## src/ep0req_pkg.sv

```systemverilog
// shared types and constants for the endpoint-0 standard request engine
// transfer structs, request codes, descriptor types and packet sizing
// no dependencies
package ep0req_pkg;

  // packet and buffer sizing
  localparam int unsigned PACKET_BYTES = 8;
  localparam int unsigned BUFFER_BYTES = 256;
  localparam int unsigned REM_W        = $clog2(BUFFER_BYTES + 1);
  localparam int unsigned OFF_W        = 8;
  localparam int unsigned BYTES_W      = 7;

  localparam logic [REM_W-1:0]   PACKET_REM  = REM_W'(PACKET_BYTES);
  localparam logic [BYTES_W-1:0] PACKET_CNT  = BYTES_W'(PACKET_BYTES);
  localparam logic [15:0]        BUFFER_LEN  = 16'(BUFFER_BYTES);

  // configuration register indexes
  localparam logic [1:0] CFG_SELF_POWERED     = 2'd0;
  localparam logic [1:0] CFG_CONFIG_NUMBER    = 2'd1;
  localparam logic [1:0] CFG_IFACE_NUMBER     = 2'd2;
  localparam logic [1:0] CFG_ALT_IFACE_NUMBER = 2'd3;

  // item kinds
  localparam logic KIND_SETUP       = 1'b0;
  localparam logic KIND_IN_COMPLETE = 1'b1;

  // standard request codes
  localparam logic [7:0] REQ_GET_STATUS        = 8'd0;
  localparam logic [7:0] REQ_CLEAR_FEATURE     = 8'd1;
  localparam logic [7:0] REQ_SET_FEATURE       = 8'd3;
  localparam logic [7:0] REQ_SET_ADDRESS       = 8'd5;
  localparam logic [7:0] REQ_GET_DESCRIPTOR    = 8'd6;
  localparam logic [7:0] REQ_GET_CONFIGURATION = 8'd8;
  localparam logic [7:0] REQ_SET_CONFIGURATION = 8'd9;
  localparam logic [7:0] REQ_GET_INTERFACE     = 8'd10;
  localparam logic [7:0] REQ_SET_INTERFACE     = 8'd11;

  // request type field and recipients
  localparam logic [1:0] TYPE_STANDARD = 2'd0;
  localparam logic [4:0] RCPT_DEVICE    = 5'd0;
  localparam logic [4:0] RCPT_INTERFACE = 5'd1;
  localparam logic [4:0] RCPT_ENDPOINT  = 5'd2;

  // feature selectors
  localparam logic [7:0] FEAT_ENDPOINT_HALT  = 8'd0;
  localparam logic [7:0] FEAT_REMOTE_WAKEUP  = 8'd1;
  localparam logic [7:0] FEAT_TEST_MODE      = 8'd2;

  // endpoint numbers
  localparam logic [6:0] EP_CONTROL = 7'd0;
  localparam logic [6:0] EP_ONE     = 7'd1;

  // descriptor types accepted by get descriptor
  localparam logic [7:0] DTYPE_DEVICE        = 8'h01;
  localparam logic [7:0] DTYPE_CONFIGURATION = 8'h02;
  localparam logic [7:0] DTYPE_STRING        = 8'h03;
  localparam logic [7:0] DTYPE_QUALIFIER     = 8'h06;
  localparam logic [7:0] DTYPE_OTHER_SPEED   = 8'h07;
  localparam logic [7:0] DTYPE_HID           = 8'h21;
  localparam logic [7:0] DTYPE_REPORT        = 8'h22;

  // reply sources
  localparam logic [1:0] SRC_STATUS     = 2'd0;
  localparam logic [1:0] SRC_DESCRIPTOR = 2'd1;
  localparam logic [1:0] SRC_CONFIG     = 2'd2;
  localparam logic [1:0] SRC_IFACE      = 2'd3;

  typedef struct packed {
    logic        req_type;
    logic [7:0]  bm_request_type;
    logic [7:0]  b_request;
    logic [7:0]  value_low;
    logic [7:0]  value_high;
    logic [7:0]  index_low;
    logic [15:0] length_requested;
    logic        descriptor_found;
    logic [15:0] descriptor_length;
  } in_item_t;

  typedef struct packed {
    logic               stall_in;
    logic               frame_armed;
    logic [BYTES_W-1:0] frame_bytes;
    logic [OFF_W-1:0]   frame_offset;
    logic [1:0]         response_source;
    logic [15:0]        response_word;
    logic               address_write;
    logic [6:0]         device_address;
    logic               enumerated;
    logic               remote_wakeup_enabled;
    logic               ep1_stalled;
  } out_item_t;

  typedef struct packed {
    logic       self_powered;
    logic [7:0] config_number;
    logic [7:0] iface_number;
    logic [7:0] alt_iface_number;
  } cfg_regs_t;

  typedef struct packed {
    logic wakeup;
    logic ep1_halted;
    logic configured;
  } dev_flags_t;

  typedef struct packed {
    logic             ok;
    logic             has_data;
    logic [REM_W-1:0] reply_len;
    logic [1:0]       src;
    logic [15:0]      word;
    logic             addr_wr;
    logic [6:0]       addr;
    dev_flags_t       flags;
  } dec_res_t;

  typedef struct packed {
    logic [REM_W-1:0] remaining;
    logic             host_wants_more;
    logic             no_more_data;
    logic [OFF_W-1:0] offset;
  } frame_in_t;

  typedef struct packed {
    logic [BYTES_W-1:0] bytes;
    logic [REM_W-1:0]   remaining;
    logic               pending;
    logic               no_more_data;
    logic [OFF_W-1:0]   offset;
  } frame_res_t;

endpackage

```

## src/ep0req_decode.sv

```systemverilog
// standard request decoder for one setup packet
// depends on ep0req_pkg
module ep0req_decode (
  input  ep0req_pkg::in_item_t   setup_i,
  input  ep0req_pkg::cfg_regs_t  cfg_i,
  input  ep0req_pkg::dev_flags_t flags_i,
  output ep0req_pkg::dec_res_t   dec_o
);
  import ep0req_pkg::*;

  logic       dir_in;
  logic [1:0] req_kind;
  logic [4:0] rcpt;
  logic [6:0] epn;
  logic       ep_in;
  logic       is_set;
  logic [7:0] vl;
  logic [7:0] vh;
  logic [7:0] il;

  assign dir_in   = setup_i.bm_request_type[7];
  assign req_kind = setup_i.bm_request_type[6:5];
  assign rcpt     = setup_i.bm_request_type[4:0];
  assign epn      = setup_i.index_low[6:0];
  assign ep_in    = setup_i.index_low[7];
  assign vl       = setup_i.value_low;
  assign vh       = setup_i.value_high;
  assign il       = setup_i.index_low;
  assign is_set   = (setup_i.b_request == REQ_SET_FEATURE);

  always_comb begin
    dec_o           = '0;
    dec_o.src       = SRC_STATUS;
    dec_o.flags     = flags_i;
    if (req_kind == TYPE_STANDARD) begin
      case (setup_i.b_request)
        REQ_GET_STATUS: begin
          if (dir_in) begin
            if (rcpt == RCPT_DEVICE) begin
              dec_o.ok   = 1'b1;
              dec_o.word = {14'd0, flags_i.wakeup, cfg_i.self_powered};
            end else if (rcpt == RCPT_INTERFACE) begin
              dec_o.ok = 1'b1;
            end else if (rcpt == RCPT_ENDPOINT) begin
              // endpoint 0 halt is always clear once a setup arrives
              if (epn == EP_CONTROL) begin
                dec_o.ok = 1'b1;
              end else if (epn == EP_ONE && ep_in) begin
                dec_o.ok   = 1'b1;
                dec_o.word = {15'd0, flags_i.ep1_halted};
              end
            end
            dec_o.has_data  = dec_o.ok;
            dec_o.reply_len = REM_W'(2);
          end
        end
        REQ_CLEAR_FEATURE, REQ_SET_FEATURE: begin
          if (is_set || !dir_in) begin
            if (rcpt == RCPT_DEVICE) begin
              if (vl == FEAT_REMOTE_WAKEUP) begin
                dec_o.ok           = 1'b1;
                dec_o.flags.wakeup = is_set;
              end else begin
                dec_o.ok = is_set && (vl == FEAT_TEST_MODE);
              end
            end else if (rcpt == RCPT_ENDPOINT && vl == FEAT_ENDPOINT_HALT) begin
              if (epn == EP_CONTROL) begin
                dec_o.ok = 1'b1;
              end else if (epn == EP_ONE && ep_in) begin
                dec_o.ok               = 1'b1;
                dec_o.flags.ep1_halted = is_set;
              end
            end
          end
        end
        REQ_SET_ADDRESS: begin
          if (!vl[7]) begin
            dec_o.ok      = 1'b1;
            dec_o.addr_wr = 1'b1;
            dec_o.addr    = vl[6:0];
          end
        end
        REQ_GET_DESCRIPTOR: begin
          if ((vh inside {DTYPE_DEVICE, DTYPE_CONFIGURATION, DTYPE_STRING, DTYPE_QUALIFIER,
                          DTYPE_OTHER_SPEED, DTYPE_HID, DTYPE_REPORT})
              && setup_i.descriptor_found) begin
            dec_o.ok = 1'b1;
            // oversize descriptors get a zero-length answer
            if (setup_i.descriptor_length <= BUFFER_LEN) begin
              dec_o.has_data  = 1'b1;
              dec_o.src       = SRC_DESCRIPTOR;
              dec_o.reply_len = setup_i.descriptor_length[REM_W-1:0];
            end
          end
        end
        REQ_GET_CONFIGURATION: begin
          dec_o.ok        = 1'b1;
          dec_o.has_data  = 1'b1;
          dec_o.src       = SRC_CONFIG;
          dec_o.word      = {8'd0, cfg_i.config_number};
          dec_o.reply_len = REM_W'(1);
        end
        REQ_SET_CONFIGURATION: begin
          // a refused configuration still drops the configured flag
          dec_o.flags.configured = |(vl & cfg_i.config_number);
          dec_o.ok               = dec_o.flags.configured;
        end
        REQ_GET_INTERFACE: begin
          if (il == cfg_i.iface_number) begin
            dec_o.ok        = 1'b1;
            dec_o.has_data  = 1'b1;
            dec_o.src       = SRC_IFACE;
            dec_o.word      = {8'd0, cfg_i.alt_iface_number};
            dec_o.reply_len = REM_W'(1);
          end
        end
        REQ_SET_INTERFACE: begin
          dec_o.ok = (il == cfg_i.iface_number) && (vl == cfg_i.alt_iface_number);
        end
        default: begin
          dec_o.ok = 1'b0;
        end
      endcase
    end
  end

endmodule

```

## src/ep0req_framer.sv

```systemverilog
// cuts the remaining reply into one IN packet and advances the offset
// depends on ep0req_pkg
module ep0req_framer (
  input  ep0req_pkg::frame_in_t  frame_i,
  output ep0req_pkg::frame_res_t frame_o
);
  import ep0req_pkg::*;

  always_comb begin
    frame_o              = '0;
    frame_o.no_more_data = frame_i.no_more_data;
    if (frame_i.remaining > PACKET_REM) begin
      frame_o.bytes     = PACKET_CNT;
      frame_o.remaining = frame_i.remaining - PACKET_REM;
      frame_o.pending   = 1'b1;
    end else if (frame_i.remaining < PACKET_REM) begin
      frame_o.bytes        = frame_i.remaining[BYTES_W-1:0];
      frame_o.no_more_data = 1'b1;
    end else begin
      // exact packet boundary: a zero-length packet follows if the host wants more
      frame_o.bytes = PACKET_CNT;
      if (frame_i.host_wants_more) begin
        frame_o.pending = 1'b1;
      end else begin
        frame_o.no_more_data = 1'b1;
      end
    end
    frame_o.offset = frame_i.offset + OFF_W'(frame_o.bytes);
  end

endmodule

```

## src/usb_ep0_standard_request_engine.sv

```systemverilog
// endpoint-0 standard request engine: input register, decode and framing, result register
// depends on ep0req_pkg, ep0req_decode and ep0req_framer
// an item goes from the input register through decode and framing to the result register
// one item per cycle unless out_ready stalls; decode and framing are combinational
// state flags are registered and feed back into the next item's decode
// reset (synchronous, active low): no items held, flags cleared, config_number 1
module usb_ep0_standard_request_engine (
  input  logic                  clk,
  input  logic                  rst_n,
  input  logic                  in_valid,
  output logic                  in_ready,
  input  ep0req_pkg::in_item_t  in_data,
  output logic                  out_valid,
  input  logic                  out_ready,
  output ep0req_pkg::out_item_t out_data,
  input  logic                  cfg_valid,
  output logic                  cfg_ready,
  input  logic [1:0]            cfg_index,
  input  logic [7:0]            cfg_data
);
  import ep0req_pkg::*;

  // pipeline registers
  logic      in_valid_r;
  in_item_t  in_item_r;
  logic      out_valid_r;
  out_item_t out_item_r;
  logic      advance;
  logic      work;

  // configuration registers
  cfg_regs_t cfg_r;

  // control transfer state
  logic [REM_W-1:0] remaining_r, remaining_nxt;
  logic             no_more_r, no_more_nxt;
  logic [OFF_W-1:0] offset_r, offset_nxt;
  logic             pending_r, pending_nxt;
  logic             wants_more_r, wants_more_nxt;
  logic [1:0]       cur_src_r, cur_src_nxt;
  logic [15:0]      cur_word_r, cur_word_nxt;
  dev_flags_t       flags_r, flags_nxt;
  out_item_t        result_nxt;

  dec_res_t         dec;
  frame_in_t        frame_in;
  frame_res_t       frame_res;
  logic             is_setup;
  logic [15:0]      reply_len16;

  // output register frees when empty or when its transfer completes
  assign advance   = !out_valid_r || out_ready;
  assign in_ready  = !in_valid_r || advance;
  assign work      = in_valid_r && advance;
  assign out_valid = out_valid_r;
  assign out_data  = out_item_r;
  assign cfg_ready = 1'b1;

  assign is_setup    = (in_item_r.req_type == KIND_SETUP);
  assign reply_len16 = 16'(dec.reply_len);

  ep0req_decode u_decode (
    .setup_i (in_item_r),
    .cfg_i   (cfg_r),
    .flags_i (flags_r),
    .dec_o   (dec)
  );

  // framer sees either a fresh reply (setup) or the ongoing one (IN complete)
  always_comb begin
    frame_in = '0;
    if (is_setup) begin
      if (dec.has_data) begin
        if (reply_len16 >= in_item_r.length_requested) begin
          frame_in.remaining = in_item_r.length_requested[REM_W-1:0];
        end else begin
          frame_in.remaining       = dec.reply_len;
          frame_in.host_wants_more = 1'b1;
        end
      end
    end else begin
      frame_in.remaining       = remaining_r;
      frame_in.host_wants_more = wants_more_r;
      frame_in.no_more_data    = no_more_r;
      frame_in.offset          = offset_r;
    end
  end

  ep0req_framer u_framer (
    .frame_i (frame_in),
    .frame_o (frame_res)
  );

  always_comb begin
    remaining_nxt  = remaining_r;
    no_more_nxt    = no_more_r;
    offset_nxt     = offset_r;
    pending_nxt    = pending_r;
    wants_more_nxt = wants_more_r;
    cur_src_nxt    = cur_src_r;
    cur_word_nxt   = cur_word_r;
    flags_nxt      = flags_r;
    result_nxt     = '0;

    if (is_setup) begin
      // every setup starts a fresh control transfer
      remaining_nxt  = '0;
      no_more_nxt    = 1'b0;
      offset_nxt     = '0;
      pending_nxt    = 1'b0;
      wants_more_nxt = 1'b0;
      cur_src_nxt    = SRC_STATUS;
      cur_word_nxt   = '0;
      flags_nxt      = dec.flags;
      if (dec.ok) begin
        if (dec.has_data) begin
          cur_src_nxt  = dec.src;
          cur_word_nxt = dec.word;
        end
        wants_more_nxt            = frame_in.host_wants_more;
        remaining_nxt             = frame_res.remaining;
        no_more_nxt               = frame_res.no_more_data;
        pending_nxt               = frame_res.pending;
        offset_nxt                = frame_res.offset;
        result_nxt.frame_armed    = 1'b1;
        result_nxt.frame_bytes    = frame_res.bytes;
        result_nxt.frame_offset   = frame_in.offset;
        result_nxt.response_source = cur_src_nxt;
        result_nxt.response_word  = cur_word_nxt;
        result_nxt.address_write  = dec.addr_wr;
        result_nxt.device_address = dec.addr;
      end else begin
        result_nxt.stall_in = 1'b1;
      end
    end else if (pending_r) begin
      if (no_more_r) begin
        pending_nxt = 1'b0;
      end else begin
        remaining_nxt              = frame_res.remaining;
        no_more_nxt                = frame_res.no_more_data;
        pending_nxt                = frame_res.pending;
        offset_nxt                 = frame_res.offset;
        result_nxt.frame_armed     = 1'b1;
        result_nxt.frame_bytes     = frame_res.bytes;
        result_nxt.frame_offset    = offset_r;
        result_nxt.response_source = cur_src_r;
        result_nxt.response_word   = cur_word_r;
      end
    end else begin
      // IN complete with nothing outstanding
      result_nxt.stall_in = 1'b1;
    end

    result_nxt.enumerated            = flags_nxt.configured;
    result_nxt.remote_wakeup_enabled = flags_nxt.wakeup;
    result_nxt.ep1_stalled           = flags_nxt.ep1_halted;
  end

  // input register
  always_ff @(posedge clk) begin
    if (!rst_n) begin
      in_valid_r <= 1'b0;
    end else if (in_ready) begin
      in_valid_r <= in_valid;
    end
  end

  always_ff @(posedge clk) begin
    if (in_ready && in_valid) begin
      in_item_r <= in_data;
    end
  end

  // result register
  always_ff @(posedge clk) begin
    if (!rst_n) begin
      out_valid_r <= 1'b0;
    end else if (advance) begin
      out_valid_r <= in_valid_r;
    end
  end

  always_ff @(posedge clk) begin
    if (work) begin
      out_item_r <= result_nxt;
    end
  end

  // transfer state and device flags
  always_ff @(posedge clk) begin
    if (!rst_n) begin
      remaining_r  <= '0;
      no_more_r    <= 1'b0;
      offset_r     <= '0;
      pending_r    <= 1'b0;
      wants_more_r <= 1'b0;
      cur_src_r    <= SRC_STATUS;
      cur_word_r   <= '0;
      flags_r      <= '0;
    end else if (work) begin
      remaining_r  <= remaining_nxt;
      no_more_r    <= no_more_nxt;
      offset_r     <= offset_nxt;
      pending_r    <= pending_nxt;
      wants_more_r <= wants_more_nxt;
      cur_src_r    <= cur_src_nxt;
      cur_word_r   <= cur_word_nxt;
      flags_r      <= flags_nxt;
    end
  end

  // configuration writes
  always_ff @(posedge clk) begin
    if (!rst_n) begin
      cfg_r.self_powered     <= 1'b0;
      cfg_r.config_number    <= 8'd1;
      cfg_r.iface_number     <= 8'd0;
      cfg_r.alt_iface_number <= 8'd0;
    end else if (cfg_valid && cfg_ready) begin
      case (cfg_index)
        CFG_SELF_POWERED:     cfg_r.self_powered     <= cfg_data[0];
        CFG_CONFIG_NUMBER:    cfg_r.config_number    <= cfg_data;
        CFG_IFACE_NUMBER:     cfg_r.iface_number     <= cfg_data;
        CFG_ALT_IFACE_NUMBER: cfg_r.alt_iface_number <= cfg_data;
        default: begin
          cfg_r <= cfg_r;
        end
      endcase
    end
  end

endmodule
```

## config.mk

```make
export PLATFORM = sky130hd
export DESIGN_NAME = usb_ep0_standard_request_engine
export DESIGN_NICKNAME = d
export VERILOG_FILES = /design/src/ep0req_pkg.sv /design/src/ep0req_decode.sv /design/src/ep0req_framer.sv /design/src/usb_ep0_standard_request_engine.sv
export SDC_FILE = /design/constraint.sdc
export NUM_CORES = 1
export LEC_CHECK = 0
export ABC_AREA = 1
export BUFFER_PORTS_ARGS = -buffer_cell sky130_fd_sc_hd__buf_2
export CORE_MARGIN = 2
export CORE_UTILIZATION = 55
export CTS_BUF_LIST = sky130_fd_sc_hd__clkbuf_8 sky130_fd_sc_hd__clkbuf_16
export DETAILED_ROUTE_END_ITERATION = 10
export PLACE_DENSITY = 0.78
export RECOVER_POWER = 50
export SYNTH_ARGS = -nofsm -noshare
export SYNTH_HDL_FRONTEND = slang
export SYNTH_SLANG_ARGS = --single-unit
```

## constraint.sdc

```tcl
create_clock -name clk -period 10.8 [get_ports clk]
set_input_delay 1.08 -clock clk [delete_from_list [all_inputs] [get_ports clk]]
set_output_delay 1.08 -clock clk [all_outputs]
set_load 0.03 [all_outputs]
```

==> results.py <==
metrics = {
    "detailed_routing": {
        "via_per_inst": 5.21,
        "ant_nets": 0,
        "drt-initial-drc-count": 753,
        "drtPass1Iterations": 5,
        "vias": 6675,
        "wl_per_cell_um": 13.7,
        "wl_um": 17600,
        "drc": 0,
    },
    "synth": {
        "synth_edf_count": 112,
        "ys_seq_area_share_pct": 54.4,
        "netlist_area_sq_um": 8400,
        "synthArstFlopShare_pct": 0,
        "synth-main-ff-cell": "edfxtp_1",
        "yosys_warnings": 0,
        "ys_ff_latch": 172,
        "syn_area_per_cell_sq_um": 8.83,
        "netlist_instances": 951,
        "synth.distinct_cells": 48,
    },
    "hold_path": {
        "whs_path_depth": 2,
        "hold_class": "flip-flop to flip-flop",
        "min_to": "cur_word_r[2]$_SDFFE_PN0P_",
        "min_from": "cur_word_r[2]$_SDFFE_PN0P_",
    },
    "grt": {
        "antenna_found_initial": 0,
        "grt_pass1_vias": 6065,
        "gr-total-overflow": 0,
        "grt_pass1_wl_um": 28900,
        "track_usage_pct": 22.6,
        "grt_max_degree": 75,
    },
    "job": {
        "maxCapViolCount": 2,
    },
    "die": {
        "start_util_pct": 55.9,
        "io_pins": 138,
        "chipWidth_um": 128,
        "die_h_um": 128,
        "rows": 45,
        "coreArea_sq_um": 15000,
        "die_area_sq_um": 16300,
    },
    "timing": {
        "maxSlewViolCount": 76,
        "skew_ns": 0.00882,
        "tns_ns": 0,
        "slew_headroom_pct": -31.0,
        "setup_ws_ns": 5.32,
        "post-route-min-period_ns": 5.48,
        "period_share_pct": 50.8,
        "setup-violations-final": 0,
        "worstMarginPinSlew_ns": 1.96,
        "final_hold_viol_count": 0,
        "fmax_mhz": 182,
        "grt_setup_unrepaired": "no",
    },
    "place": {
        "dp_hpwl_um": 12900,
        "place_inst": 1250,
        "io_buffers": 128,
        "globalplace.congestion": 0.908,
        "dp_worst_setup_slack_ns": 5.35,
    },
    "critical_path": {
        "critPathMostFrequentCell": "nand2_1",
        "critPathKind": "flip-flop to flip-flop",
        "r2r_slack_ns": 5.32,
        "end_kind": "flip-flop",
        "worstPathArrival_ns": 5.81,
        "critPathRequiredTime_ns": 11.13,
        "critPathLaunchType": "flip-flop",
        "reg2reg_depth": 33,
        "r2r_end": "offset_r[6]$_SDFFE_PN0P_",
        "crit_path_max_incr_delay_ns": 0.46,
        "r2r_start": "in_item_r[57]$_DFFE_PP_",
        "worst-path-max-fanout": 13,
        "cp_slowest_cell": "edfxtp_1",
    },
    "pwr": {
        "p_per_area_nw_per_um2": 146,
        "ir_worst_vdd_v": 0.000103,
        "p_leak_nw": 4.12,
    },
    "cts": {
        "post-cts-setup-buffers": 0,
        "cts_tree": "built",
        "cts_max_level": 4,
        "cts_root_buffer": "clkbuf_16",
        "clock-sinks": 172,
        "numCtsBuffers": 17,
        "path_clk_slew_ns": 0.06,
        "post_cts_resized": 0,
        "clk-insertion-delay-late_ns": 0.43,
        "cts_max_path_buffers": 2,
        "cts_hold_buf": 0,
    },
    "layout": {
        "antenna_cells": 0,
        "fillers": 1282,
        "instances_no_fill": 1282,
        "layout-drive-gt1-share_pct": 18.7,
        "final_cell_mix": "nand2_1 (195), inv_1 (129), edfxtp_1 (112)",
        "final_common_cell": "nand2_1",
        "multi_input_area_sq_um": 3180,
        "register_area_sq_um": 4560,
        "nets": 1188,
        "syn_to_final_growth_pct": 15.3,
    },
    "status": {
        "violations": "capacitance limit, slew limit",
        "status": "finished with violations",
    },
}
-- critical path: cells and delay by family (launching register included) --
kind / cells / cell delay (ns)
XOR/XNOR: 1 / 0.16
buffers and inverters: 3 / 0.24
AND/OR/NAND/NOR: 18 / 2.09
flip-flops: 1 / 0.46
AO/OA/AOI/OAI: 7 / 1.34
adder cells (fa/ha/maj): 4 / 1.07
-- how the worst max path moves through the flow --
| stage | from | endpoint | slack [ns] | cells after the start |
|---|---|---|---|---|
| 2_1_floorplan | in_item_r[57]$_DFFE_PP_ | offset_r[6]$_SDFFE_PN0P_ | 6.13 | 37 |
| 3_3_place_gp | in_item_r[57]$_DFFE_PP_ | offset_r[6]$_SDFFE_PN0P_ | 5.54 | 33 |
| 3_5_place_dp | in_item_r[57]$_DFFE_PP_ | offset_r[6]$_SDFFE_PN0P_ | 5.35 | 33 |
| 4_1_cts | in_item_r[57]$_DFFE_PP_ | offset_r[6]$_SDFFE_PN0P_ | 5.33 | 33 |
| 5_1_grt | in_item_r[48]$_DFFE_PP_ | offset_r[6]$_SDFFE_PN0P_ | 4.59 | 31 |
| 6_report | in_item_r[57]$_DFFE_PP_ | offset_r[6]$_SDFFE_PN0P_ | 5.32 | 33 |
-- sequential cells by signal (all words and copies together), names as in the netlist --
name,cells
wants_more_r,1
flags_r,3
out_data,38
pending_r,1
no_more_r,1
cur_src_r,2
in_item_r,74
offset_r,8
cur_word_r,8
out_valid,1
remaining_r,9
cfg_r,25
in_valid_r,1
-- per-layer routing --
layer / wire length, um / global-route usage [%] / up-vias / share of wire [%]
met2: 7990 / 35.4 / 262 / 45
met1: 8210 / 31.9 / 3025 / 47
met5: 0 / 0 / - / 0
li1: - / - / 3365 / -
met3: 1120 / 5.07 / 23 / 6.4
met4: 255 / 6.21 / 0 / 1.5
-- power breakdown --
group	switching, mW	total (mW)	internal (mW)	leakage (nW)
registers	0.0145	0.748	0.734	1.56
logic	0.0782	0.111	0.0323	2.30
clock network	0.243	0.555	0.312	0.265
total	0.336	1.41	1.08	4.12
-- cells by family after synthesis --
kind of cell	synth area share, %
compound gates	9.55
xor+xnor	1.56
fa+ha+maj	2.77
buf+inv	8.33
flops	54.4
other cells	0.0894
simple gates	23.3
-- area by class of cell --
cell class | count | share of cell area, %
inverter | 142 | 5.52
tap | 188 | 2.43
multi-input combinational | 616 | 32.8
clock inverter | 15 | 1.15
clock buffer | 17 | 4.39
sequential | 172 | 47.1
timing repair buffer | 132 | 6.59
-- metrics by stage --
step / hold slack [ns] / instance area, sq um / power, mW / util (%)
after detailed placement: 0.456 / 9180 / 0.872 / 61.1
after floorplan: 0.430 / 8440 / 0.833 / -
after CTS: 0.466 / 9720 / 1.42 / 64.6
after global placement: 0.453 / 9180 / 0.870 / 61.1
after global routing: 0.490 / 9680 / 1.47 / 64.4
final: 0.467 / 9680 / 1.41 / 64.4
-- cells in the mapped netlist (11+ instances only) --
| cell | number | share of area, % |
|---|---|---|
| nand2_1 | 195 | 8.7 |
| inv_1 | 127 | 5.7 |
| edfxtp_1 | 112 | 40 |
| nor2_1 | 95 | 4.2 |
| a21oi_1 | 70 | 4.2 |
| nand3_1 | 63 | 3.8 |
| dfxtp_1 | 60 | 14 |
| o21ai_0 | 36 | 2.1 |
| nand2_2 | 19 | 1.4 |
| clkbuf_1 | 17 | 0.76 |
| ha_1 | 17 | 2.5 |
| nor3_1 | 14 | 0.83 |
| xor2_1 | 12 | 1.3 |
| inv_2 | 11 | 0.49 |
(Power assumes the default switching activity.)
